[config.mk]
export PLATFORM = sky130hd
export DESIGN_NAME = xor_checked_frame_receiver_top_flat
export DESIGN_NICKNAME = d
export VERILOG_FILES = /design/src/design/xcfr_pkg.sv /design/src/design/xcfr_req_if.sv /design/src/design/xcfr_rsp_if.sv /design/src/design/xcfr_frame_ram.sv /design/src/design/xor_checked_frame_receiver_top.sv /design/src/flat_wrapper.sv
export SDC_FILE = /design/constraint.sdc
export NUM_CORES = 2
export LEC_CHECK = 0
export BUFFER_PORTS_ARGS = -buffer_cell sky130_fd_sc_hd__buf_2
export CAP_MARGIN = 20
export CORE_MARGIN = 5
export CORE_UTILIZATION = 45
export CTS_CLUSTER_SIZE = 14
export DETAILED_ROUTE_END_ITERATION = 6
export GPL_ROUTABILITY_DRIVEN = 0
export PLACE_DENSITY = 0.7
export SLEW_MARGIN = 20
export SYNTH_ARGS = -nofsm -noshare
export SYNTH_HDL_FRONTEND = slang
export SYNTH_SLANG_ARGS = --single-unit
[constraint.sdc]
create_clock -name clock -period 3.3 [get_ports clock]
set_input_delay 0.165 -clock clock [delete_from_list [all_inputs] [get_ports clock]]
set_output_delay 0.165 -clock clock [all_outputs]
set_load 0.03 [all_outputs]
[src/design/xcfr_pkg.sv]
package xcfr_pkg;

   localparam int BANK_BYTES_DEF   = 256;
   localparam int HEADER_BYTES_DEF = 8;
   localparam int LEN_W            = 9;

   localparam logic [7:0] START_BYTE_RST = 8'hFC;

   // request codes
   localparam logic [1:0] REQ_BYTE  = 2'd0;
   localparam logic [1:0] REQ_READ  = 2'd1;
   localparam logic [1:0] REQ_CLEAR = 2'd2;

   // result event codes
   localparam logic [2:0] EV_IGNORED = 3'd0;
   localparam logic [2:0] EV_TAKEN   = 3'd1;
   localparam logic [2:0] EV_GOOD    = 3'd2;
   localparam logic [2:0] EV_BAD_SUM = 3'd3;
   localparam logic [2:0] EV_LEN_ERR = 3'd4;

   typedef enum logic [1:0] {
      PH_HUNT,
      PH_HEAD,
      PH_LOAD,
      PH_SUM
   } phase_type;

endpackage

[src/design/xcfr_req_if.sv]
interface xcfr_req_if;
   logic       valid;
   logic       ready;
   logic [1:0] req_type;
   logic [7:0] rx_byte;
   logic [7:0] read_index;

   modport source (output valid, output req_type, output rx_byte, output read_index,
                   input ready);
   modport sink (input valid, input req_type, input rx_byte, input read_index,
                 output ready);
endinterface

[src/design/xcfr_rsp_if.sv]
interface xcfr_rsp_if;
   logic                      valid;
   logic                      ready;
   logic [2:0]                event_res;
   logic                      frame_ready;
   logic [xcfr_pkg::LEN_W-1:0] frame_length;
   logic [7:0]                read_data;

   modport source (output valid, output event_res, output frame_ready,
                   output frame_length, output read_data, input ready);
   modport sink (input valid, input event_res, input frame_ready,
                 input frame_length, input read_data, output ready);
endinterface

[src/design/xcfr_frame_ram.sv]
module xcfr_frame_ram #(
   parameter int DEPTH  = 2 * xcfr_pkg::BANK_BYTES_DEF,
   parameter int ADDR_W = $clog2(2 * xcfr_pkg::BANK_BYTES_DEF)
) (
   input  logic              clock,
   input  logic              wr_en,
   input  logic [ADDR_W-1:0] wr_addr,
   input  logic [7:0]        wr_data,
   input  logic              rd_en,
   input  logic [ADDR_W-1:0] rd_addr,
   output logic [7:0]        rd_data
);

   logic [7:0] mem [DEPTH];
   logic [7:0] rd_data_ff;

   always_ff @(posedge clock) begin
      if (wr_en) begin
         mem[wr_addr] <= wr_data;
      end
   end

   always_ff @(posedge clock) begin
      if (rd_en) begin
         rd_data_ff <= mem[rd_addr];
      end
   end

   assign rd_data = rd_data_ff;

endmodule

[src/design/xor_checked_frame_receiver_top.sv]
// Frame receiver with XOR checksum.
// req_chan carries one request per transfer: a received serial byte, a read of
// a byte of the completed frame, or a clear of the ready flag. rsp_chan returns
// exactly one result per request: event code, ready flag, length of the last
// good frame and the read byte (0 for other requests or beyond the frame).
// csr_wr_en/csr_wr_data set the start byte that opens a frame.
// Frames fill one half of a dual-bank byte RAM while the other half holds the
// last good frame; a good checksum swaps the halves.
// The result is registered and valid in the cycle after the request transfer; one
// request is taken every cycle while rsp_chan is not stalled. The frame parser
// updates its state and does at most one RAM write per accepted request, while a
// read of the completed bank uses the registered RAM read port in the same cycle.
// Reset clears parser state, ready flag and length and sets the start byte to
// 0xFC; RAM contents are not cleared. When rsp_chan stalls the result holds in
// the output register and req_chan.ready drops until the result is taken.
module xor_checked_frame_receiver_top #(
   parameter int BANK_BYTES   = xcfr_pkg::BANK_BYTES_DEF,
   parameter int HEADER_BYTES = xcfr_pkg::HEADER_BYTES_DEF
) (
   input  logic       clock,
   input  logic       reset,
   input  logic       csr_wr_en,
   input  logic [7:0] csr_wr_data,
   xcfr_req_if.sink   req_chan,
   xcfr_rsp_if.source rsp_chan
);

   localparam int ADDR_W  = $clog2(2 * BANK_BYTES);
   localparam int LEN_MAX = BANK_BYTES - HEADER_BYTES - 1;
   localparam int LW      = xcfr_pkg::LEN_W;

   xcfr_pkg::phase_type phase_ff, phase_in;
   logic [7:0]    start_byte_ff;
   logic [7:0]    xor_ff, xor_in;
   logic [7:0]    decl_len_ff, decl_len_in;
   logic [LW-1:0] fill_ff, fill_in;
   logic          bank_ff, bank_in;
   logic          ready_ff, ready_in;
   logic [LW-1:0] good_len_ff, good_len_in;

   logic          rsp_valid_ff;
   logic [2:0]    ev_ff;
   logic          frame_ready_ff;
   logic [LW-1:0] frame_len_ff;
   logic          rd_sel_ff;

   logic          accept;
   logic          is_byte;
   logic          start_hit;
   logic          len_bad;
   logic [LW-1:0] fill_inc;
   logic [LW-1:0] load_end;
   logic [2:0]    ev;
   logic          put;
   logic [LW-1:0] put_pos;
   logic          wr_en;
   logic [ADDR_W-1:0] wr_addr;
   logic          rd_hit;
   logic          rd_en;
   logic [ADDR_W-1:0] rd_addr;
   logic [7:0]    rd_data;

   assign req_chan.ready = !rsp_valid_ff || rsp_chan.ready;
   assign accept    = req_chan.valid && req_chan.ready;
   assign is_byte   = (req_chan.req_type == xcfr_pkg::REQ_BYTE);
   assign start_hit = (req_chan.rx_byte == start_byte_ff);
   assign len_bad   = (req_chan.rx_byte == 8'd0) || (int'(req_chan.rx_byte) > LEN_MAX);
   assign fill_inc  = fill_ff + LW'(1);
   assign load_end  = {1'b0, decl_len_ff} + LW'(HEADER_BYTES);

   // next phase
   always_comb begin
      phase_in = phase_ff;
      if (is_byte) begin
         case (phase_ff)
            xcfr_pkg::PH_HUNT: begin
               if (start_hit) begin
                  phase_in = (HEADER_BYTES <= 1) ? xcfr_pkg::PH_LOAD : xcfr_pkg::PH_HEAD;
               end
            end
            xcfr_pkg::PH_HEAD: begin
               if (fill_ff == LW'(1) && len_bad) begin
                  phase_in = xcfr_pkg::PH_HUNT;
               end else if (int'(fill_inc) >= HEADER_BYTES) begin
                  phase_in = xcfr_pkg::PH_LOAD;
               end
            end
            xcfr_pkg::PH_LOAD: begin
               if (fill_inc >= load_end) begin
                  phase_in = xcfr_pkg::PH_SUM;
               end
            end
            xcfr_pkg::PH_SUM: phase_in = xcfr_pkg::PH_HUNT;
            default: phase_in = xcfr_pkg::PH_HUNT;
         endcase
      end
   end

   // datapath and event
   always_comb begin
      xor_in      = xor_ff;
      decl_len_in = decl_len_ff;
      fill_in     = fill_ff;
      bank_in     = bank_ff;
      ready_in    = ready_ff;
      good_len_in = good_len_ff;
      ev          = xcfr_pkg::EV_IGNORED;
      put         = 1'b0;
      put_pos     = fill_ff;
      if (is_byte) begin
         case (phase_ff)
            xcfr_pkg::PH_HUNT: begin
               put_pos = '0;
               if (start_hit) begin
                  ev      = xcfr_pkg::EV_TAKEN;
                  put     = 1'b1;
                  xor_in  = req_chan.rx_byte;
                  fill_in = LW'(1);
               end
            end
            xcfr_pkg::PH_HEAD: begin
               if (fill_ff == LW'(1)) begin
                  decl_len_in = req_chan.rx_byte;
               end
               if (fill_ff == LW'(1) && len_bad) begin
                  ev = xcfr_pkg::EV_LEN_ERR;
               end else begin
                  ev      = xcfr_pkg::EV_TAKEN;
                  put     = 1'b1;
                  xor_in  = xor_ff ^ req_chan.rx_byte;
                  fill_in = fill_inc;
               end
            end
            xcfr_pkg::PH_LOAD: begin
               ev      = xcfr_pkg::EV_TAKEN;
               put     = 1'b1;
               xor_in  = xor_ff ^ req_chan.rx_byte;
               fill_in = fill_inc;
            end
            xcfr_pkg::PH_SUM: begin
               put     = 1'b1;
               fill_in = fill_inc;
               if (xor_ff == req_chan.rx_byte) begin
                  ev          = xcfr_pkg::EV_GOOD;
                  bank_in     = !bank_ff;
                  ready_in    = 1'b1;
                  good_len_in = fill_inc;
               end else begin
                  ev = xcfr_pkg::EV_BAD_SUM;
               end
            end
            default: ev = xcfr_pkg::EV_IGNORED;
         endcase
      end else if (req_chan.req_type == xcfr_pkg::REQ_CLEAR) begin
         ready_in = 1'b0;
      end
   end

   // frames fill the bank that is not holding the completed frame
   assign wr_en   = accept && put && (int'(put_pos) < BANK_BYTES);
   assign wr_addr = ADDR_W'(int'(put_pos) + (bank_ff ? 0 : BANK_BYTES));

   assign rd_hit  = (req_chan.req_type == xcfr_pkg::REQ_READ)
                    && ({1'b0, req_chan.read_index} < good_len_ff)
                    && (int'(req_chan.read_index) < BANK_BYTES);
   assign rd_en   = accept && rd_hit;
   assign rd_addr = ADDR_W'(int'(req_chan.read_index) + (bank_ff ? BANK_BYTES : 0));

   xcfr_frame_ram #(
      .DEPTH  (2 * BANK_BYTES),
      .ADDR_W (ADDR_W)
   ) u_ram (
      .clock   (clock),
      .wr_en   (wr_en),
      .wr_addr (wr_addr),
      .wr_data (req_chan.rx_byte),
      .rd_en   (rd_en),
      .rd_addr (rd_addr),
      .rd_data (rd_data)
   );

   always_ff @(posedge clock) begin
      if (reset) begin
         start_byte_ff <= xcfr_pkg::START_BYTE_RST;
      end else if (csr_wr_en) begin
         start_byte_ff <= csr_wr_data;
      end
   end

   always_ff @(posedge clock) begin
      if (reset) begin
         phase_ff    <= xcfr_pkg::PH_HUNT;
         xor_ff      <= '0;
         decl_len_ff <= '0;
         fill_ff     <= '0;
         bank_ff     <= 1'b0;
         ready_ff    <= 1'b0;
         good_len_ff <= '0;
      end else if (accept) begin
         phase_ff    <= phase_in;
         xor_ff      <= xor_in;
         decl_len_ff <= decl_len_in;
         fill_ff     <= fill_in;
         bank_ff     <= bank_in;
         ready_ff    <= ready_in;
         good_len_ff <= good_len_in;
      end
   end

   always_ff @(posedge clock) begin
      if (reset) begin
         rsp_valid_ff <= 1'b0;
      end else if (accept) begin
         rsp_valid_ff <= 1'b1;
      end else if (rsp_chan.ready) begin
         rsp_valid_ff <= 1'b0;
      end
   end

   always_ff @(posedge clock) begin
      if (accept) begin
         ev_ff          <= ev;
         frame_ready_ff <= ready_in;
         frame_len_ff   <= good_len_in;
         rd_sel_ff      <= rd_hit;
      end
   end

   assign rsp_chan.valid        = rsp_valid_ff;
   assign rsp_chan.event_res    = ev_ff;
   assign rsp_chan.frame_ready  = frame_ready_ff;
   assign rsp_chan.frame_length = frame_len_ff;
   assign rsp_chan.read_data    = rd_sel_ff ? rd_data : 8'd0;

   // writes never land in the bank that holds the completed frame
   assert property (@(posedge clock) disable iff (reset)
      wr_en |-> (bank_ff ? (int'(wr_addr) < BANK_BYTES) : (int'(wr_addr) >= BANK_BYTES)))
      else $error("frame write into completed bank");

   // checksum phase is reached exactly when the declared frame is stored
   assert property (@(posedge clock) disable iff (reset)
      (phase_ff == xcfr_pkg::PH_SUM) |-> (fill_ff == load_end))
      else $error("checksum phase with wrong fill count");

   // a good frame swaps the banks
   assert property (@(posedge clock) disable iff (reset)
      (accept && ev == xcfr_pkg::EV_GOOD) |=> (bank_ff != $past(bank_ff)))
      else $error("good frame without bank swap");

   // a good frame result always reports the ready flag
   assert property (@(posedge clock) disable iff (reset)
      (rsp_valid_ff && ev_ff == xcfr_pkg::EV_GOOD) |-> frame_ready_ff)
      else $error("good frame reported without ready flag");

   // a read result only comes with an ignored event
   assert property (@(posedge clock) disable iff (reset)
      (rsp_valid_ff && rd_sel_ff) |-> (ev_ff == xcfr_pkg::EV_IGNORED))
      else $error("read result with nonzero event");

endmodule

[src/flat_wrapper.sv]
// flat-port wrapper written by rule: the top's interface ports become plain ports
module xor_checked_frame_receiver_top_flat 
#(
   parameter int BANK_BYTES   = xcfr_pkg::BANK_BYTES_DEF,
   parameter int HEADER_BYTES = xcfr_pkg::HEADER_BYTES_DEF
)
  (clock, reset, csr_wr_en, csr_wr_data, req_chan_valid, req_chan_req_type, req_chan_rx_byte, req_chan_read_index, req_chan_ready, rsp_chan_valid, rsp_chan_event_res, rsp_chan_frame_ready, rsp_chan_frame_length, rsp_chan_read_data, rsp_chan_ready);
  xcfr_req_if req_chan_i ();
  xcfr_rsp_if rsp_chan_i ();
  input  logic clock;
  input  logic reset;
  input  logic csr_wr_en;
  input  logic [7:0] csr_wr_data;
  input wire logic [$bits(req_chan_i.valid)-1:0] req_chan_valid;
  input wire logic [$bits(req_chan_i.req_type)-1:0] req_chan_req_type;
  input wire logic [$bits(req_chan_i.rx_byte)-1:0] req_chan_rx_byte;
  input wire logic [$bits(req_chan_i.read_index)-1:0] req_chan_read_index;
  output wire logic [$bits(req_chan_i.ready)-1:0] req_chan_ready;
  output wire logic [$bits(rsp_chan_i.valid)-1:0] rsp_chan_valid;
  output wire logic [$bits(rsp_chan_i.event_res)-1:0] rsp_chan_event_res;
  output wire logic [$bits(rsp_chan_i.frame_ready)-1:0] rsp_chan_frame_ready;
  output wire logic [$bits(rsp_chan_i.frame_length)-1:0] rsp_chan_frame_length;
  output wire logic [$bits(rsp_chan_i.read_data)-1:0] rsp_chan_read_data;
  input wire logic [$bits(rsp_chan_i.ready)-1:0] rsp_chan_ready;
  assign req_chan_i.valid = req_chan_valid;
  assign req_chan_i.req_type = req_chan_req_type;
  assign req_chan_i.rx_byte = req_chan_rx_byte;
  assign req_chan_i.read_index = req_chan_read_index;
  assign req_chan_ready = req_chan_i.ready;
  assign rsp_chan_valid = rsp_chan_i.valid;
  assign rsp_chan_event_res = rsp_chan_i.event_res;
  assign rsp_chan_frame_ready = rsp_chan_i.frame_ready;
  assign rsp_chan_frame_length = rsp_chan_i.frame_length;
  assign rsp_chan_read_data = rsp_chan_i.read_data;
  assign rsp_chan_i.ready = rsp_chan_ready;
  xor_checked_frame_receiver_top #(.BANK_BYTES(BANK_BYTES), .HEADER_BYTES(HEADER_BYTES)) u_core (.clock(clock), .reset(reset), .csr_wr_en(csr_wr_en), .csr_wr_data(csr_wr_data), .req_chan(req_chan_i), .rsp_chan(rsp_chan_i));
endmodule
==> flow_metrics.py <==
metrics = {
    "yosys": {
        "yosys_register_bits": 4165,
        "yosys.area_share.adder_pct": 0.170,
        "synthMostInstantiatedCell": "edfxtp_1",
        "ys_warn_count": 0,
        "synth.area.top_cells": "edfxtp_1, mux4_2, nor2_1",
        "syn_area_per_cell_um2": 20.8,
        "synth.cell_area_um2": 162000,
        "synth_cell_types": 57,
        "synth.area.mux_share_pct": 16.2,
        "yosysSeqAreaShare_pct": 77.0,
        "synth-edff-count": 4118,
        "synth_commonest_cells": "edfxtp_1, mux4_2, nor2_1, mux2i_1, clkbuf_1",
        "yosys_most_used_dff": "edfxtp_1",
        "synth_nets": 7834,
        "synth-simple-area-share_pct": 3.05,
        "synthArstFlopShare_pct": 0,
        "netlist_instances": 7781,
        "netlist.area_leader.share_pct": 76.5,
        "synth_compound_area_share_pct": 2.07,
        "synth_area_leader_cell": "edfxtp_1",
        "synth_xor_area_share_pct": 0.146,
        "synth_top_family_by_area": "multiplexers",
    },
    "clocking": {
        "clk-insertion-delay-late_ns": 0.93,
        "cts_buffer_depth": 4,
        "cts_tree": "built",
        "clock-root-buffer": "clkbuf_16",
        "cts_buffers": 394,
        "clock_sinks": 4165,
        "ctsHtreeMaxLevel": 5,
        "cts_setup_buffers": 0,
        "clk_pin_slew_ns": 0.06,
    },
    "placement": {
        "hpwl_mm": 242,
        "io_buffers": 53,
        "post_dp_cell_area_um2": 175000,
        "dp.cells": 13100,
        "place_ws_ns": -0.293,
    },
    "job": {
        "cap_violations": 0,
    },
    "worst_setup_path": {
        "path_class": "in -> reg",
        "worstPathMaxFanout": 20,
        "required_ns": 3.94,
        "r2r_end": "u_core.u_ram.mem[391][2]",
        "cp-end-kind": "flop",
        "r2r_cells": 10,
        "r2r_start": "u_core.phase_ff[0]",
        "endpoint": "u_core.u_ram.mem[280][6]",
        "worstPathArrival_ns": 3.87,
        "crit_path_start_kind": "primary input",
        "critPathLaunch": "req_chan_rx_byte[3]",
        "regToRegSetupSlack_ns": 0.08,
    },
    "sta": {
        "rsz0062_at_grt": "true",
        "fin_crit_sh_pct": 97.9,
        "layout_min_cycle_time_ns": 3.23,
        "hold_slack_ns": 0.187,
        "slew_violations": 0,
        "fin_ws_ns": 0.0688,
        "skew_ns": 0.0520,
        "tns_ns": 0,
        "worst_pin_slew_ns": 1.38,
        "hold_viol_final": 0,
        "setup_viol": 0,
        "relSlewSlack_pct": 7.90,
        "fmax_ghz": 0.309,
    },
    "floorplan": {
        "start_util_pct": 45.1,
        "std_cell_rows": 220,
        "die_area_um2": 372000,
        "core_area_um2": 359000,
        "die_h_um": 610,
        "ioPinCount": 54,
        "die_w_um": 610,
    },
    "routing": {
        "wl_per_cell_um": 28.6,
        "drc": 0,
        "antenna_left": 0,
        "vias_per_cell": 5.92,
        "drtIter0Drc": 10000,
        "drt-total-wl_mm": 397,
        "vias": 82100,
        "drt_first_pass_iters": 6,
    },
    "cells_and_area": {
        "final-instance-count-excl-fill": 13900,
        "final_util_pct": 52.4,
        "syn2layout_area_growth_pct": 16.3,
        "fin_area_um2": 188000,
        "layout.nets": 8833,
        "fillers": 27000,
        "final_layout_size_suffix_gt1_share_pct": 29.4,
    },
    "run_status": {
        "status": "finished clean",
    },
    "power_and_ir_drop": {
        "p_leak_nw": 60.5,
        "totalPowerFinal_mw": 108,
        "ir_drop_uv": 486,
        "power_density_nw_per_um2": 573,
    },
    "global_routing": {
        "grt_max_degree": 195,
        "grt_pass1_vias": 84500,
        "grt_usage_pct": 21.0,
        "overflow": 0,
        "grt_antenna_before_repair": 14,
        "grt_pass1_wl_mm": 579,
    },
    "hold_path": {
        "hp-class": "in -> reg",
    },
}
[per-layer routing]
| metal | up-vias | share of wire, % | track usage (%) |
|---|---|---|---|
| li1 | 34000 | - | - |
| met1 | 43200 | 38 | 28.6 |
| met2 | 4178 | 49 | 34.3 |
| met3 | 696 | 9.0 | 4.18 |
| met4 | 8 | 3.8 | 7.29 |
| met5 | - | 0.014 | 0 |
[worst max-delay path: stages]
cell and delay (ns):
dlygate4sd3_1 0.56, buf_8 0.17, nor4_1 0.40, a22oi_2 0.11, dlygate4sd3_1 0.58, buf_4 0.15
o21a_1 0.22, o311ai_1 0.28, a21oi_1 0.12, buf_4 0.18, nand2_4 0.28, buf_12 0.24
nor2_1 0.07, buf_4 0.18
[what timing repair did]
item                                   CTS  global route
resized for setup                        0             2
hold buffers                            40             0
endpoints found under the hold margin  639             0
setup endpoints to repair                0            62
[worst min-delay path by stage]
| stage | slack (ns) | depth (start not counted) | to | start |
|---|---|---|---|---|
| floorplan | 0.26 | 0 | u_core.u_ram.mem[0][0] | req_chan_rx_byte[0] |
| global placement | 0.38 | 3 | u_core.start_byte_ff[3] | csr_wr_data[3] |
| detailed placement | 0.40 | 3 | u_core.start_byte_ff[5] | csr_wr_data[5] |
| CTS | 0.08 | 4 | u_core.rsp_chan.valid | rsp_chan_ready |
| global route | 0.17 | 4 | u_core.rsp_chan.valid | rsp_chan_ready |
| finish | 0.19 | 4 | u_core.rsp_chan.valid | rsp_chan_ready |
[flip-flops by register name, indices dropped and copies added (netlist names), named ones only]
signal                        cells
u_core.ready_ff                   1
u_core.u_ram.rd_data              8
u_core.fill_ff                    9
u_core.rsp_chan.valid             1
u_core.xor_ff                     8
u_core.phase_ff                   1
u_core.bank_ff                    1
u_core.rd_sel_ff                  1
u_core.good_len_ff                9
u_core.u_ram.mem               4096
u_core.rsp_chan.frame_ready       1
u_core.rsp_chan.frame_length      9
u_core.decl_len_ff                8
u_core.rsp_chan.event_res         3
u_core.start_byte_ff              8
[cells in the final DEF, fill, tap and decap left out, types with 16 or more instances in the layout]
| master | synthesis | final |
|---|---|---|
| edfxtp_1 | 4118 | 4118 |
| o211ai_1 | 16 | 16 |
| nor2b_1 | 19 | 19 |
| buf_4 | 27 | 865 |
| clkinv_1 | 0 | 87 |
| o21ai_0 | 151 | 151 |
| clkinv_2 | 0 | 68 |
| dlygate4sd3_1 | 0 | 40 |
| ha_1 | 22 | 22 |
| clkbuf_16 | 0 | 401 |
| o221ai_1 | 23 | 23 |
| nor2_1 | 787 | 785 |
| nand2_1 | 169 | 149 |
| a211oi_1 | 101 | 100 |
| o22ai_1 | 107 | 107 |
| bufinv_16 | 0 | 38 |
| buf_2 | 143 | 41 |
| mux4_2 | 1025 | 1025 |
| clkbuf_1 | 227 | 82 |
| inv_1 | 27 | 26 |
| buf_12 | 0 | 127 |
| nand4_1 | 21 | 21 |
| a21oi_1 | 102 | 102 |
| dfxtp_1 | 47 | 47 |
| nor3_1 | 23 | 22 |
| mux2i_1 | 277 | 277 |
| nand3_1 | 103 | 103 |
| mux2_2 | 26 | 26 |
[power by group]
part | switching [mW] | internal, mW | leakage (nW)
sequential | 0.0261 | 58.1 | 37.4
clock | 19.1 | 25.3 | 6.12
combinational | 3.25 | 2.00 | 17.0
[logic make-up (layout without fill, tap and decap cells)]
logic type / Yosys count / count (layout)
flip-flops: 4165 / 4165
AND/OR/NAND/NOR: 1191 / 1191
other: 0 / 6
XOR/XNOR: 27 / 27
adder cells (fa/ha/maj): 22 / 22
buffers and inverters: 507 / 1817
AO/OA/AOI/OAI: 541 / 541
multiplexers: 1328 / 1328
[final cells by class]
cell class	count	area, um^2	share of cell area (%)
Clock buffer	485	10400	5.51
Sequential cell	4165	125000	66.2
Multi-Input combinational cell	3109	35100	18.7
Clock inverter	222	2160	1.15
Antenna cell	6	15.0	0.00798
Inverter	27	103	0.0545
Tap cell	4773	5970	3.17
Timing Repair Buffer	1083	9790	5.21
(Power assumes the default switching activity.)
